==> src/hdl/cllavg_pkg.sv <==
`default_nettype none
// ----------------------------------------------------------------------------
// cllavg_pkg
// Shared widths, register indexes, reset values and the configuration bundle
// of the current loop level averager.
// ----------------------------------------------------------------------------
package cllavg_pkg;

    localparam int GAIN_W     = 20;
    localparam int OFFSET_W   = 16;
    localparam int LEVEL_W    = 16;
    localparam int QFRAC      = 16;
    localparam int CFG_W      = 20;
    localparam int CFG_IDX_W  = 2;
    localparam int FIFO_DEPTH = 4;

    localparam int unsigned LEVEL_MAX = 65535;

    localparam logic [GAIN_W-1:0]   GAIN_RST   = 20'd74900;
    localparam logic [OFFSET_W-1:0] OFFSET_RST = 16'd8074;
    localparam logic                WIN_EN_RST = 1'b1;

    typedef enum logic [CFG_IDX_W-1:0] {
        REG_GAIN      = 2'd0,
        REG_OFFSET    = 2'd1,
        REG_WINDOW_EN = 2'd2
    } cfg_reg_t;

    typedef struct packed {
        logic [GAIN_W-1:0]   gain;
        logic [OFFSET_W-1:0] offset;
        logic                window_en;
    } cfg_t;

endpackage
`default_nettype wire

==> src/hdl/current_loop_level_averager_top.sv <==
`default_nettype none
// ----------------------------------------------------------------------------
// current_loop_level_averager_top
// Burst-summed, scaled and window-averaged level from one 4-20 mA channel.
// ----------------------------------------------------------------------------
// Input channel: in_valid / in_ready with adc_sample, one sample per beat.
// Every BURST accepted samples make one result beat on out_valid / out_ready
// carrying level, instant_value and saturated; other samples give no result.
// Configuration: cfg_we writes cfg_data to the register picked by cfg_index
// (0 gain, 1 zero offset, 2 window enable) in the same cycle; index 3 is
// ignored. Write only while no burst result is pending.
// Throughput: one sample per cycle, sustained while out_ready is held high.
// The back pipeline takes one burst per cycle, so with BURST of 1 results
// stream at one per cycle too. The sum of a completed burst passes the
// queue and then the registers for multiply, scale and ring read, ring
// write, reciprocal multiply and output.
// Reset: clears the burst accumulator, queue, ring, running total and output
// register, and loads the register reset values; no clearing pass is needed.
// Receiver stall: the back pipeline holds, the four-entry queue fills, and
// in_ready drops once it is full.
// ----------------------------------------------------------------------------
module current_loop_level_averager_top
    import cllavg_pkg::*;
#(
    parameter int BURST       = 10,
    parameter int WINDOW      = 60,
    parameter int SAMPLE_BITS = 12
)
(
    input  wire logic                   clk,
    input  wire logic                   rst_n,
    input  wire logic                   in_valid,
    output logic                        in_ready,
    input  wire logic [SAMPLE_BITS-1:0] adc_sample,
    output logic                        out_valid,
    input  wire logic                   out_ready,
    output logic [LEVEL_W-1:0]          level,
    output logic [LEVEL_W-1:0]          instant_value,
    output logic                        saturated,
    input  wire logic                   cfg_we,
    input  wire logic [CFG_IDX_W-1:0]   cfg_index,
    input  wire logic [CFG_W-1:0]       cfg_data
);

    localparam int SUM_W = SAMPLE_BITS + $clog2(BURST);

    cfg_t             cfg_reg;
    cfg_t             cfg_next;
    logic             push_valid;
    logic             push_ready;
    logic [SUM_W-1:0] push_sum;
    logic             head_valid;
    logic             head_ready;
    logic [SUM_W-1:0] head_sum;

    always_comb
    begin
        cfg_next = cfg_reg;
        if (cfg_we)
        begin
            case (cfg_index)
                REG_GAIN:      cfg_next.gain      = cfg_data[GAIN_W-1:0];
                REG_OFFSET:    cfg_next.offset    = cfg_data[OFFSET_W-1:0];
                REG_WINDOW_EN: cfg_next.window_en = cfg_data[0];
                default:       cfg_next = cfg_reg;
            endcase
        end
    end

    always_ff @(posedge clk or negedge rst_n)
    begin
        if (!rst_n)
        begin
            cfg_reg.gain      <= GAIN_RST;
            cfg_reg.offset    <= OFFSET_RST;
            cfg_reg.window_en <= WIN_EN_RST;
        end
        else
        begin
            cfg_reg <= cfg_next;
        end
    end

    cllavg_front #(
        .BURST       (BURST),
        .SAMPLE_BITS (SAMPLE_BITS),
        .SUM_W       (SUM_W)
    ) u_front (
        .clk        (clk),
        .rst_n      (rst_n),
        .in_valid   (in_valid),
        .in_ready   (in_ready),
        .adc_sample (adc_sample),
        .push_valid (push_valid),
        .push_ready (push_ready),
        .push_sum   (push_sum)
    );

    cllavg_fifo #(
        .WIDTH (SUM_W)
    ) u_fifo (
        .clk        (clk),
        .rst_n      (rst_n),
        .push_valid (push_valid),
        .push_ready (push_ready),
        .push_data  (push_sum),
        .pop_valid  (head_valid),
        .pop_ready  (head_ready),
        .pop_data   (head_sum)
    );

    cllavg_back #(
        .WINDOW (WINDOW),
        .SUM_W  (SUM_W)
    ) u_back (
        .clk           (clk),
        .rst_n         (rst_n),
        .cfg           (cfg_reg),
        .head_valid    (head_valid),
        .head_ready    (head_ready),
        .head_sum      (head_sum),
        .out_valid     (out_valid),
        .out_ready     (out_ready),
        .level         (level),
        .instant_value (instant_value),
        .saturated     (saturated)
    );

endmodule
`default_nettype wire

==> src/hdl/cllavg_front.sv <==
`default_nettype none
// ----------------------------------------------------------------------------
// cllavg_front
// Accepts raw samples, sums each burst and pushes the burst sum downstream.
// ----------------------------------------------------------------------------
module cllavg_front
    import cllavg_pkg::*;
#(
    parameter int BURST       = 10,
    parameter int SAMPLE_BITS = 12,
    parameter int SUM_W       = 16
)
(
    input  wire logic                   clk,
    input  wire logic                   rst_n,
    input  wire logic                   in_valid,
    output logic                        in_ready,
    input  wire logic [SAMPLE_BITS-1:0] adc_sample,
    output logic                        push_valid,
    input  wire logic                   push_ready,
    output logic [SUM_W-1:0]            push_sum
);

    localparam int CNT_W = (BURST > 1) ? $clog2(BURST) : 1;

    logic [CNT_W-1:0] cnt_reg;
    logic [CNT_W-1:0] cnt_next;
    logic [SUM_W-1:0] sum_reg;
    logic [SUM_W-1:0] sum_next;
    logic [SUM_W-1:0] sum_add;
    logic             accept;
    logic             last;

    assign in_ready = push_ready;
    assign accept   = in_valid && in_ready;
    assign last     = (cnt_reg == CNT_W'(BURST - 1));
    assign sum_add  = sum_reg + SUM_W'(adc_sample);

    assign push_valid = accept && last;
    assign push_sum   = sum_add;

    always_comb
    begin
        cnt_next = cnt_reg;
        sum_next = sum_reg;
        if (accept)
        begin
            if (last)
            begin
                cnt_next = '0;
                sum_next = '0;
            end
            else
            begin
                cnt_next = cnt_reg + 1'b1;
                sum_next = sum_add;
            end
        end
    end

    always_ff @(posedge clk or negedge rst_n)
    begin
        if (!rst_n)
        begin
            cnt_reg <= '0;
            sum_reg <= '0;
        end
        else
        begin
            cnt_reg <= cnt_next;
            sum_reg <= sum_next;
        end
    end

endmodule
`default_nettype wire

==> src/hdl/cllavg_fifo.sv <==
`default_nettype none
// ----------------------------------------------------------------------------
// cllavg_fifo
// Short queue of burst sums between the front and back parts.
// ----------------------------------------------------------------------------
module cllavg_fifo
    import cllavg_pkg::*;
#(
    parameter int WIDTH = 16
)
(
    input  wire logic             clk,
    input  wire logic             rst_n,
    input  wire logic             push_valid,
    output logic                  push_ready,
    input  wire logic [WIDTH-1:0] push_data,
    output logic                  pop_valid,
    input  wire logic             pop_ready,
    output logic [WIDTH-1:0]      pop_data
);

    localparam int PTR_W = $clog2(FIFO_DEPTH);
    localparam int CNT_W = $clog2(FIFO_DEPTH + 1);

    logic [WIDTH-1:0] store_reg [FIFO_DEPTH];
    logic [PTR_W-1:0] wr_ptr_reg;
    logic [PTR_W-1:0] rd_ptr_reg;
    logic [CNT_W-1:0] count_reg;
    logic [PTR_W-1:0] wr_ptr_next;
    logic [PTR_W-1:0] rd_ptr_next;
    logic [CNT_W-1:0] count_next;
    logic             push;
    logic             pop;

    assign push_ready = (count_reg != CNT_W'(FIFO_DEPTH));
    assign pop_valid  = (count_reg != '0);
    assign pop_data   = store_reg[rd_ptr_reg];
    assign push       = push_valid && push_ready;
    assign pop        = pop_valid && pop_ready;

    always_comb
    begin
        wr_ptr_next = push ? wr_ptr_reg + 1'b1 : wr_ptr_reg;
        rd_ptr_next = pop ? rd_ptr_reg + 1'b1 : rd_ptr_reg;
        count_next  = count_reg;
        if (push && !pop)
        begin
            count_next = count_reg + 1'b1;
        end
        else if (pop && !push)
        begin
            count_next = count_reg - 1'b1;
        end
    end

    always_ff @(posedge clk or negedge rst_n)
    begin
        if (!rst_n)
        begin
            wr_ptr_reg <= '0;
            rd_ptr_reg <= '0;
            count_reg  <= '0;
        end
        else
        begin
            wr_ptr_reg <= wr_ptr_next;
            rd_ptr_reg <= rd_ptr_next;
            count_reg  <= count_next;
        end
    end

    always_ff @(posedge clk)
    begin
        if (push)
        begin
            store_reg[wr_ptr_reg] <= push_data;
        end
    end

`ifndef SYNTHESIS
    a_count_bound: assert property (@(posedge clk) disable iff (!rst_n)
        count_reg <= CNT_W'(FIFO_DEPTH))
        else $error("queue count beyond depth");

    a_count_up: assert property (@(posedge clk) disable iff (!rst_n)
        push && !pop |=> count_reg == $past(count_reg) + 1'b1)
        else $error("queue count missed a push");

    a_count_down: assert property (@(posedge clk) disable iff (!rst_n)
        pop && !push |=> count_reg == $past(count_reg) - 1'b1)
        else $error("queue count missed a pop");
`endif

endmodule
`default_nettype wire

==> src/hdl/cllavg_back.sv <==
`default_nettype none
// ----------------------------------------------------------------------------
// cllavg_back
// Scales burst sums; with the window enabled, updates the averaging ring and
// running total and divides by window length; result held in output register.
// ----------------------------------------------------------------------------
module cllavg_back
    import cllavg_pkg::*;
#(
    parameter int WINDOW = 60,
    parameter int SUM_W  = 16
)
(
    input  wire logic              clk,
    input  wire logic              rst_n,
    input  wire cfg_t              cfg,
    input  wire logic              head_valid,
    output logic                   head_ready,
    input  wire logic [SUM_W-1:0]  head_sum,
    output logic                   out_valid,
    input  wire logic              out_ready,
    output logic [LEVEL_W-1:0]     level,
    output logic [LEVEL_W-1:0]     instant_value,
    output logic                   saturated
);

    localparam int PROD_W   = SUM_W + GAIN_W;
    localparam int SCALED_W = PROD_W - QFRAC;
    localparam int CMP_W    = ((SCALED_W > OFFSET_W) ? SCALED_W : OFFSET_W) + 1;
    localparam int PW       = (WINDOW > 1) ? $clog2(WINDOW) : 1;
    localparam int LW       = $clog2(WINDOW);
    localparam int TW       = LEVEL_W + LW;
    localparam int SH       = TW + LW;
    localparam int RW       = TW + 1;
    localparam logic [63:0] RECIP64 =
        ((64'd1 << SH) + 64'(WINDOW) - 64'd1) / 64'(WINDOW);
    localparam logic [RW-1:0] RECIP = RW'(RECIP64);
    localparam logic [TW-1:0] TOTAL_MAX = TW'(WINDOW * LEVEL_MAX);

    logic                advance;

    logic                a_valid_reg;
    logic [PROD_W-1:0]   a_prod_reg;

    logic [SCALED_W-1:0] scaled;
    logic [CMP_W-1:0]    diff;
    logic [LEVEL_W-1:0]  inst;
    logic                sat;

    logic                b_valid_reg;
    logic [LEVEL_W-1:0]  b_inst_reg;
    logic                b_sat_reg;
    logic [PW-1:0]       b_addr_reg;
    logic [LEVEL_W-1:0]  b_rdata_reg;
    logic                b_rvalid_reg;
    logic                b_byp_reg;
    logic [LEVEL_W-1:0]  b_byp_data_reg;

    logic [LEVEL_W-1:0]  ring_mem [WINDOW];
    logic [WINDOW-1:0]   ring_valid_reg;
    logic [PW-1:0]       pos_reg;
    logic [PW-1:0]       pos_next;
    logic [TW-1:0]       total_reg;
    logic [TW-1:0]       total_next;
    logic [LEVEL_W-1:0]  old_entry;
    logic                ring_wr;

    logic                c_valid_reg;
    logic [LEVEL_W-1:0]  c_inst_reg;
    logic                c_sat_reg;

    logic                d_valid_reg;
    logic [LEVEL_W-1:0]  d_inst_reg;
    logic                d_sat_reg;
    logic [TW+RW-1:0]    d_prod_reg;

    logic                out_valid_reg;
    logic [LEVEL_W-1:0]  level_reg;
    logic [LEVEL_W-1:0]  inst_reg;
    logic                sat_reg;

    assign advance    = !out_valid_reg || out_ready;
    assign head_ready = advance;

    always_comb
    begin
        scaled = a_prod_reg[PROD_W-1:QFRAC];
        diff   = CMP_W'(scaled) - CMP_W'(cfg.offset);
        inst   = diff[LEVEL_W-1:0];
        sat    = 1'b0;
        if (diff[CMP_W-1])
        begin
            inst = '0;
        end
        else if (diff[CMP_W-2:0] > (CMP_W-1)'(LEVEL_MAX))
        begin
            inst = LEVEL_W'(LEVEL_MAX);
            sat  = 1'b1;
        end
    end

    always_comb
    begin
        pos_next   = (pos_reg == PW'(WINDOW - 1)) ? '0 : pos_reg + 1'b1;
        old_entry  = b_byp_reg ? b_byp_data_reg : (b_rvalid_reg ? b_rdata_reg : '0);
        total_next = total_reg - TW'(old_entry) + TW'(b_inst_reg);
        ring_wr    = advance && b_valid_reg && cfg.window_en;
    end

    always_ff @(posedge clk or negedge rst_n)
    begin
        if (!rst_n)
        begin
            a_valid_reg    <= 1'b0;
            b_valid_reg    <= 1'b0;
            c_valid_reg    <= 1'b0;
            d_valid_reg    <= 1'b0;
            out_valid_reg  <= 1'b0;
            pos_reg        <= '0;
            total_reg      <= '0;
            ring_valid_reg <= '0;
        end
        else
        begin
            if (advance)
            begin
                a_valid_reg   <= head_valid;
                b_valid_reg   <= a_valid_reg;
                c_valid_reg   <= b_valid_reg;
                d_valid_reg   <= c_valid_reg;
                out_valid_reg <= d_valid_reg;
                if (a_valid_reg && cfg.window_en)
                begin
                    pos_reg <= pos_next;
                end
            end
            if (ring_wr)
            begin
                total_reg                  <= total_next;
                ring_valid_reg[b_addr_reg] <= 1'b1;
            end
        end
    end

    always_ff @(posedge clk)
    begin
        if (advance)
        begin
            a_prod_reg     <= PROD_W'(head_sum) * PROD_W'(cfg.gain);
            b_inst_reg     <= inst;
            b_sat_reg      <= sat;
            b_addr_reg     <= pos_reg;
            b_rdata_reg    <= ring_mem[pos_reg];
            b_rvalid_reg   <= ring_valid_reg[pos_reg];
            b_byp_reg      <= ring_wr && (b_addr_reg == pos_reg);
            b_byp_data_reg <= b_inst_reg;
            c_inst_reg     <= b_inst_reg;
            c_sat_reg      <= b_sat_reg;
            d_inst_reg     <= c_inst_reg;
            d_sat_reg      <= c_sat_reg;
            d_prod_reg     <= (TW+RW)'(total_reg) * (TW+RW)'(RECIP);
            level_reg      <= cfg.window_en ? d_prod_reg[SH +: LEVEL_W] : d_inst_reg;
            inst_reg       <= d_inst_reg;
            sat_reg        <= d_sat_reg;
        end
        if (ring_wr)
        begin
            ring_mem[b_addr_reg] <= b_inst_reg;
        end
    end

    assign out_valid     = out_valid_reg;
    assign level         = level_reg;
    assign instant_value = inst_reg;
    assign saturated     = sat_reg;

`ifndef SYNTHESIS
    a_sat_clips: assert property (@(posedge clk) disable iff (!rst_n)
        out_valid_reg && sat_reg |-> inst_reg == LEVEL_W'(LEVEL_MAX))
        else $error("saturated result without full-scale value");

    a_pos_hold: assert property (@(posedge clk) disable iff (!rst_n)
        !advance |=> $stable(pos_reg) && $stable(total_reg))
        else $error("ring moved while stalled");

    a_total_bound: assert property (@(posedge clk) disable iff (!rst_n)
        total_reg <= TOTAL_MAX)
        else $error("running total beyond window capacity");
`endif

endmodule
`default_nettype wire

==> config.mk <==
export PLATFORM = sky130hd
export DESIGN_NAME = current_loop_level_averager_top
export DESIGN_NICKNAME = d
export VERILOG_FILES = /design/src/hdl/cllavg_pkg.sv /design/src/hdl/current_loop_level_averager_top.sv /design/src/hdl/cllavg_front.sv /design/src/hdl/cllavg_fifo.sv /design/src/hdl/cllavg_back.sv
export SDC_FILE = /design/constraint.sdc
export NUM_CORES = 2
export LEC_CHECK = 0
export BUFFER_PORTS_ARGS = -buffer_cell sky130_fd_sc_hd__buf_2
export CAP_MARGIN = 20
export CORE_MARGIN = 2
export CORE_UTILIZATION = 65
export CTS_CLUSTER_DIAMETER = 80
export DETAILED_ROUTE_END_ITERATION = 10
export GPL_ROUTABILITY_DRIVEN = 0
export PLACE_DENSITY = 0.82
export SETUP_SLACK_MARGIN = 0.2
export SLEW_MARGIN = 10
export SYNTH_ARGS = -nofsm -noshare
export SYNTH_HDL_FRONTEND = slang
export SYNTH_SLANG_ARGS = --single-unit
==> constraint.sdc <==
create_clock -name clk -period 23.5 [get_ports clk]
set_input_delay 4.7 -clock clk [delete_from_list [all_inputs] [get_ports clk]]
set_output_delay 4.7 -clock clk [all_outputs]
set_load 0.02 [all_outputs]
Yosys cells after proc, flatten, opt, wreduce, memory -nomap -nowiden
Memories as Yosys holds them, arrays and structs flattened. A register that Yosys moved wholly into a read port is not among the register bits.
Cells that the tools add are included.
{ "classes": {"addsub": 10, "n_mul": 2, "magnitude_cmp": 4, "eq_ne": 6, "mux": 18, "bitwise": 1, "n_reduce_logical": 22} }
{ "op_table": {"columns": ["operator", "n"], "rows": [
  ["2-to-1 mux 16 bit", 5],
  ["OR 60 bit", 1],
  ["multiplier 22 x 23 -> 44 bit (second input constant)", 1],
  ["multiplier 16 x 20 -> 36 bit", 1],
  ["adder 22 x 16 -> 22 bit", 1],
  ["subtractor 22 x 16 -> 22 bit", 1],
  ["subtractor 20 x 16 -> 21 bit", 1],
  ["> comparator 20 x 16 -> 1 bit (second input constant)", 1],
  ["adder 16 x 12 -> 16 bit", 1],
  ["less-than comparator 6 x 7 -> 1 bit (second input constant)", 2],
  ["logical AND 1 bit", 11],
  ["AND reduction 2 bit", 4],
  ["2-to-1 mux 1 bit", 7],
  ["adder 6 x 1 -> 6 bit (second input constant)", 1],
  ["binary-select mux 1 bit (select 6 bit)", 1],
  ["demux 1 bit (select 6 bit)", 1],
  ["== test 6 bit", 1],
  ["== test 6 bit (second input constant)", 1],
  [">= comparator 6 x 1 -> 1 bit (second input constant)", 1],
  ["2-to-1 mux 3 bit", 2],
  ["2-to-1 mux 6 bit", 1],
  ["adder 2 x 1 -> 2 bit (second input constant)", 2],
  ["adder 4 x 1 -> 4 bit (second input constant)", 1],
  ["== test 4 bit (second input constant)", 1],
  ["11 further kinds", 13]
]} }
{ "word_totals": {"reg_bits": 329, "ram_bits": 1024, "inputBits": 39, "output_inout_bits": 35, "elab_cells": 95, "mem_count": 2} }
{ "mem_list": {"columns": ["memory", "depth", "width", "rd", "rd_clocked_by_memory_dff", "write_ports", "line", "rtl"], "rows": [
  ["u_back.ring_mem", 60, 16, 1, 1, 1, "cllavg_back.sv:59", "logic [LEVEL_W-1:0] ring_mem [WINDOW];"],
  ["u_fifo.store_reg", 4, 16, 1, 0, 1, "cllavg_fifo.sv:25", "logic [WIDTH-1:0] store_reg [FIFO_DEPTH];"]
]} }

Logic depth before layout (Yosys ltp)
{ "depth": {"word_depth": 8, "ltp_mapped": 27, "mapped_depth_nobuf": 24} }

Cells and area by module
A second synthesis with hierarchy kept.
{ "unflattened": {"cells_unflattened": 4264, "hier_area_um2": 67619.9} }
{ "by_module_without_submodules": {"columns": ["module", "instances", "cells_each", "area_per_inst_um2", "seq_area_each_um2"], "rows": [
  ["cllavg_back", 1, 3904, 61959.4, 35479.0],
  ["cllavg_fifo", 1, 119, 2760.1, 2097.0],
  ["current_loop_level_averager_top", 1, 80, 1465.2, 944.7],
  ["cllavg_front", 1, 161, 1435.1, 500.5]
]} }

Least setup slack after synthesis
OpenSTA, ideal clock, no wires.
{ "synth_path": {"kind": "input -> register", "startpoint": "input out_ready", "endpoint": "memory u_back.ring_mem[16][0] (enable)", "setup_time_ns": 0.389, "t_arrival_ns": 11.168, "required_time_ns": 23.111, "setup_slack_ns": 11.943, "stages": 6, "path_buffers": 1, "path_cell_list": "nand2b_1 clkbuf_1 nand3_1 nor2_1 nand3b_1 nor2_1"} }
{ "synth_via": {"elab_chain_cells": 5} }
{ "synth_lines": {"columns": ["item", "line", "rtl"], "rows": [
  ["from (decl)", "current_loop_level_averager_top.sv:36", "input wire logic out_ready,"],
  ["logical OR 1 bit", "cllavg_back.sv:82", "assign advance = !out_valid_reg || out_ready;"],
  ["logical AND 1 bit (2 in a row)", "cllavg_back.sv:107", "ring_wr = advance && b_valid_reg && cfg.window_en;"],
  ["2-to-1 mux 1 bit", "cllavg_back.sv:166", "if (ring_wr)"],
  ["2-to-1 mux 1 bit (implied by the code)", "cllavg_back.sv:168", "ring_mem[b_addr_reg] <= b_inst_reg;"],
  ["to (decl)", "cllavg_back.sv:59", null]
]} }
No other way between the ends.

Worst setup path after layout
{ "layout_path": {"startpoint": "register u_fifo.rd_ptr_reg[1]", "endpoint": "register u_back.a_prod_reg[34], data pin"} }
{ "layout_via": {"elab_chain_cells": 2} }
{ "layout_lines": {"columns": ["item", "line", "rtl"], "rows": [
  ["from (decl)", "cllavg_fifo.sv:27", "logic [PTR_W-1:0] rd_ptr_reg;"],
  ["from (signal assigned)", "cllavg_fifo.sv:67", "rd_ptr_reg <= rd_ptr_next;"],
  ["memory read (4 x 16 bit)", null, null],
  ["multiplier 16 x 20 -> 36 bit", "cllavg_back.sv:149", "a_prod_reg <= PROD_W'(head_sum) * PROD_W'(cfg.gain);"],
  ["to (signal assigned)", "cllavg_back.sv:149", null],
  ["to (decl)", "cllavg_back.sv:43", "logic [PROD_W-1:0] a_prod_reg;"]
]} }
No other way between the ends.
A chain may end at the register's enable or synchronous reset.

==> results.ini <==
[worst_setup_path]
cp_data_arrival_time_ns=8.29
r2r_start=u_fifo.rd_ptr_reg[1]
cp_num_cells=21
critPathMaxFanout=20
end_kind=flip-flop
r2r_cells=21
r2r_slack_ns=15.69
startpoint=u_fifo.rd_ptr_reg[1]
critPathMaxStageDelay_ns=0.90
crit_type=reg2reg
cp.buffers_inverters=3
cp.required_ns=23.98
crit_slowest_cell=mux4_1
cp-endpoint=u_back.a_prod_reg[34]
cp_top_family=adder cells
critPathLaunchType=flip-flop
cp_common_cell=fa_1
cp_cell_sequence=mux4_1 > nand2_1 > fa_1 > fa_1 > fa_1 > inv_1 > fa_1 > fa_1 > inv_1 > fa_1 > inv_1 > ha_1 > and3_1 > nand3_1 > or4_4 > a31o_1 > a311oi_4 > a31oi_1 > nand2b_1 > a21oi_1 > xnor2_1
r2r_end=u_back.a_prod_reg[34]

[die]
die_x_um=326
core-area_um2=103000
io_pins=74
rows=118
initial_core_util_pct=65.3
dieArea_um2=106000
die_h_um=326

[detailed_routing]
drc_errors=0
avgViaCountPerCell=6.44
ant_nets=0
firstDrtPassIters=6
drt_iter0_drc=4352
wirelength_um=162000
vias=37700
routedWlPerCell_um=27.7

[worst_hold_path]
hold_class=reg2reg

[finish]
seqCellArea_um2=39000
largest_reg_flops=960
layout_commonest_cell=edfxtp_1
drive_gt1_share_pct=19.1
nets=5058
final_cell_mix=1168 x edfxtp_1, 479 x inv_1, 337 x mux4_2
multi_input_comb_area_um2=25900
synthToLayoutAreaGrowth_pct=9.75
nFillCells=6105

[clocking]
cts_root_buf=clkbuf_16
h-tree-depth=4
clkTransAtPathRegs_ns=0.06
cts_tree=built
cts_resized=0
cts.sinks=1325
cts_buffers=131
post_cts_buffers=0
cts_hold_repair.buffers=0
clk_latency_ns=0.77
clockBufferDepth=3

[logic_synthesis]
muxShareOfSynthArea_pct=12.6
synth_compound_area_share_pct=3.33
synth-adder-area-share_pct=15.9
ys_async_sr_fraction_pct=11.8
synth_edf_count=1168
synth_top_family_by_area=adder cells
synth_xor_area_share_pct=1.14
ys_ff_latch=1325
yosysWarnings=0
syn_nets=4922
netlist_area_um2=67400
synth-main-ff-cell=edfxtp_1
yosysUniqueCellTypes=73
synth-simple-area-share_pct=5.50
syn_inst=4226
seq_area_frac_synth_pct=57.9
avgSynthCellArea_um2=15.9

[grt]
antenna_found_initial=4
grt_pass1_vias=39200
grt_pass1_wl_um=246000
grt_max_degree=114
grt.total_usage_pct=31.5
grt_overflow=0

[timing]
hold_viol_final=0
clock_skew_ns=0.0408
fin_setup_tns_ns=0
max_freq_ghz=0.128
setup_viol=0
tightestPinTransition_ns=1.07
final_max_slew_viol_count=0
timing.final.crit_share_pct=33.2
finalCriticalPeriod_ns=7.81
max_slew_margin_pct=28.5
rsz0062_at_grt=false

[placed_design]
port_buffers=73
hpwl_um=97100

[outcome]
status=complete, no violations

[flow_run]
maxCapViolations=0

-- cells in the mapped netlist (all sizes together) (10+ instances only) --
cell	n	area share, %
and2	151	1.4
clkbuf	135	0.75
a211oi	11	0.12
o31ai	10	0.11
mux2	58	0.97
dfstp	15	0.58
inv	479	2.7
a31oi	10	0.093
a22o	26	0.35
edfxtp	1168	52
mux2i	20	0.30
nor2b	16	0.15
a21o	39	0.45
nand2	275	1.5
fa	329	9.8
ha	328	6.1
o21ai	85	0.63
nor3	29	0.22
nor2	109	0.61
nand3	31	0.23
or2	63	0.58
mux4	339	11
a21oi	89	0.66
xor2	38	0.49
dfrtp	142	5.3
nand3b	11	0.12
and3	18	0.17
o21a	12	0.13
xnor2	50	0.65
buf	33	0.21
-- routing by layer --
metal / global-route usage (%) / wire, µm / vias up
met4: 14.2 / 8020 / 4
met1: 41.9 / 59000 / 19300
met2: 51.0 / 79700 / 2192
met3: 6.40 / 15200 / 463
met5: 0 / 22 / -
li1: - / - / 15700
-- per-stage QoR --
step           hold WS [ns]  worst slack, ns  utilization [%]  area [µm²]  cells
3_5_place_dp          0.405            15.33             67.4       69600   5607
6_report              0.418            15.69             71.7       73900   5850
3_3_place_gp          0.401            15.41             67.4       69600   5607
5_1_grt               0.428            15.30             71.7       73900   5849
4_1_cts               0.416            15.29             71.6       73900   5847
2_1_floorplan         0.400            11.94                -       67400   4226
-- how the worst min path moves through the flow --
stage | depth (start not counted) | slack, ns | endpoint | from
2_1_floorplan | 0 | 0.40 | u_back.c_sat_reg | u_back.b_sat_reg
3_3_place_gp | 0 | 0.40 | u_back.c_sat_reg | u_back.b_sat_reg
4_1_cts | 0 | 0.42 | u_back.saturated | u_back.d_sat_reg
3_5_place_dp | 0 | 0.41 | u_back.c_sat_reg | u_back.b_sat_reg
5_1_grt | 0 | 0.43 | u_back.c_sat_reg | u_back.b_sat_reg
6_report | 0 | 0.42 | u_back.saturated | u_back.d_sat_reg
-- cell families after synthesis --
group | count (synthesis)
buf+inv | 647
fa+ha+maj | 657
xor+xnor | 88
compound gates | 343
simple gates | 749
mux | 417
flops | 1325
-- cell type report --
cell class                 instances  share of cell area, %
antenna                            1                0.00338
sequential                      1325                   52.8
clock buffer                     175                   4.91
timing repair buffer             171                   1.53
clock inverter                    65                  0.937
multi-input combinational       2254                   35.1
inverter                         479                   2.43
tap                             1380                   2.33
Power is left out: the tool's default activity adds up to more than one toggle a clock period on the data nets, which glitch-free logic cannot reach.
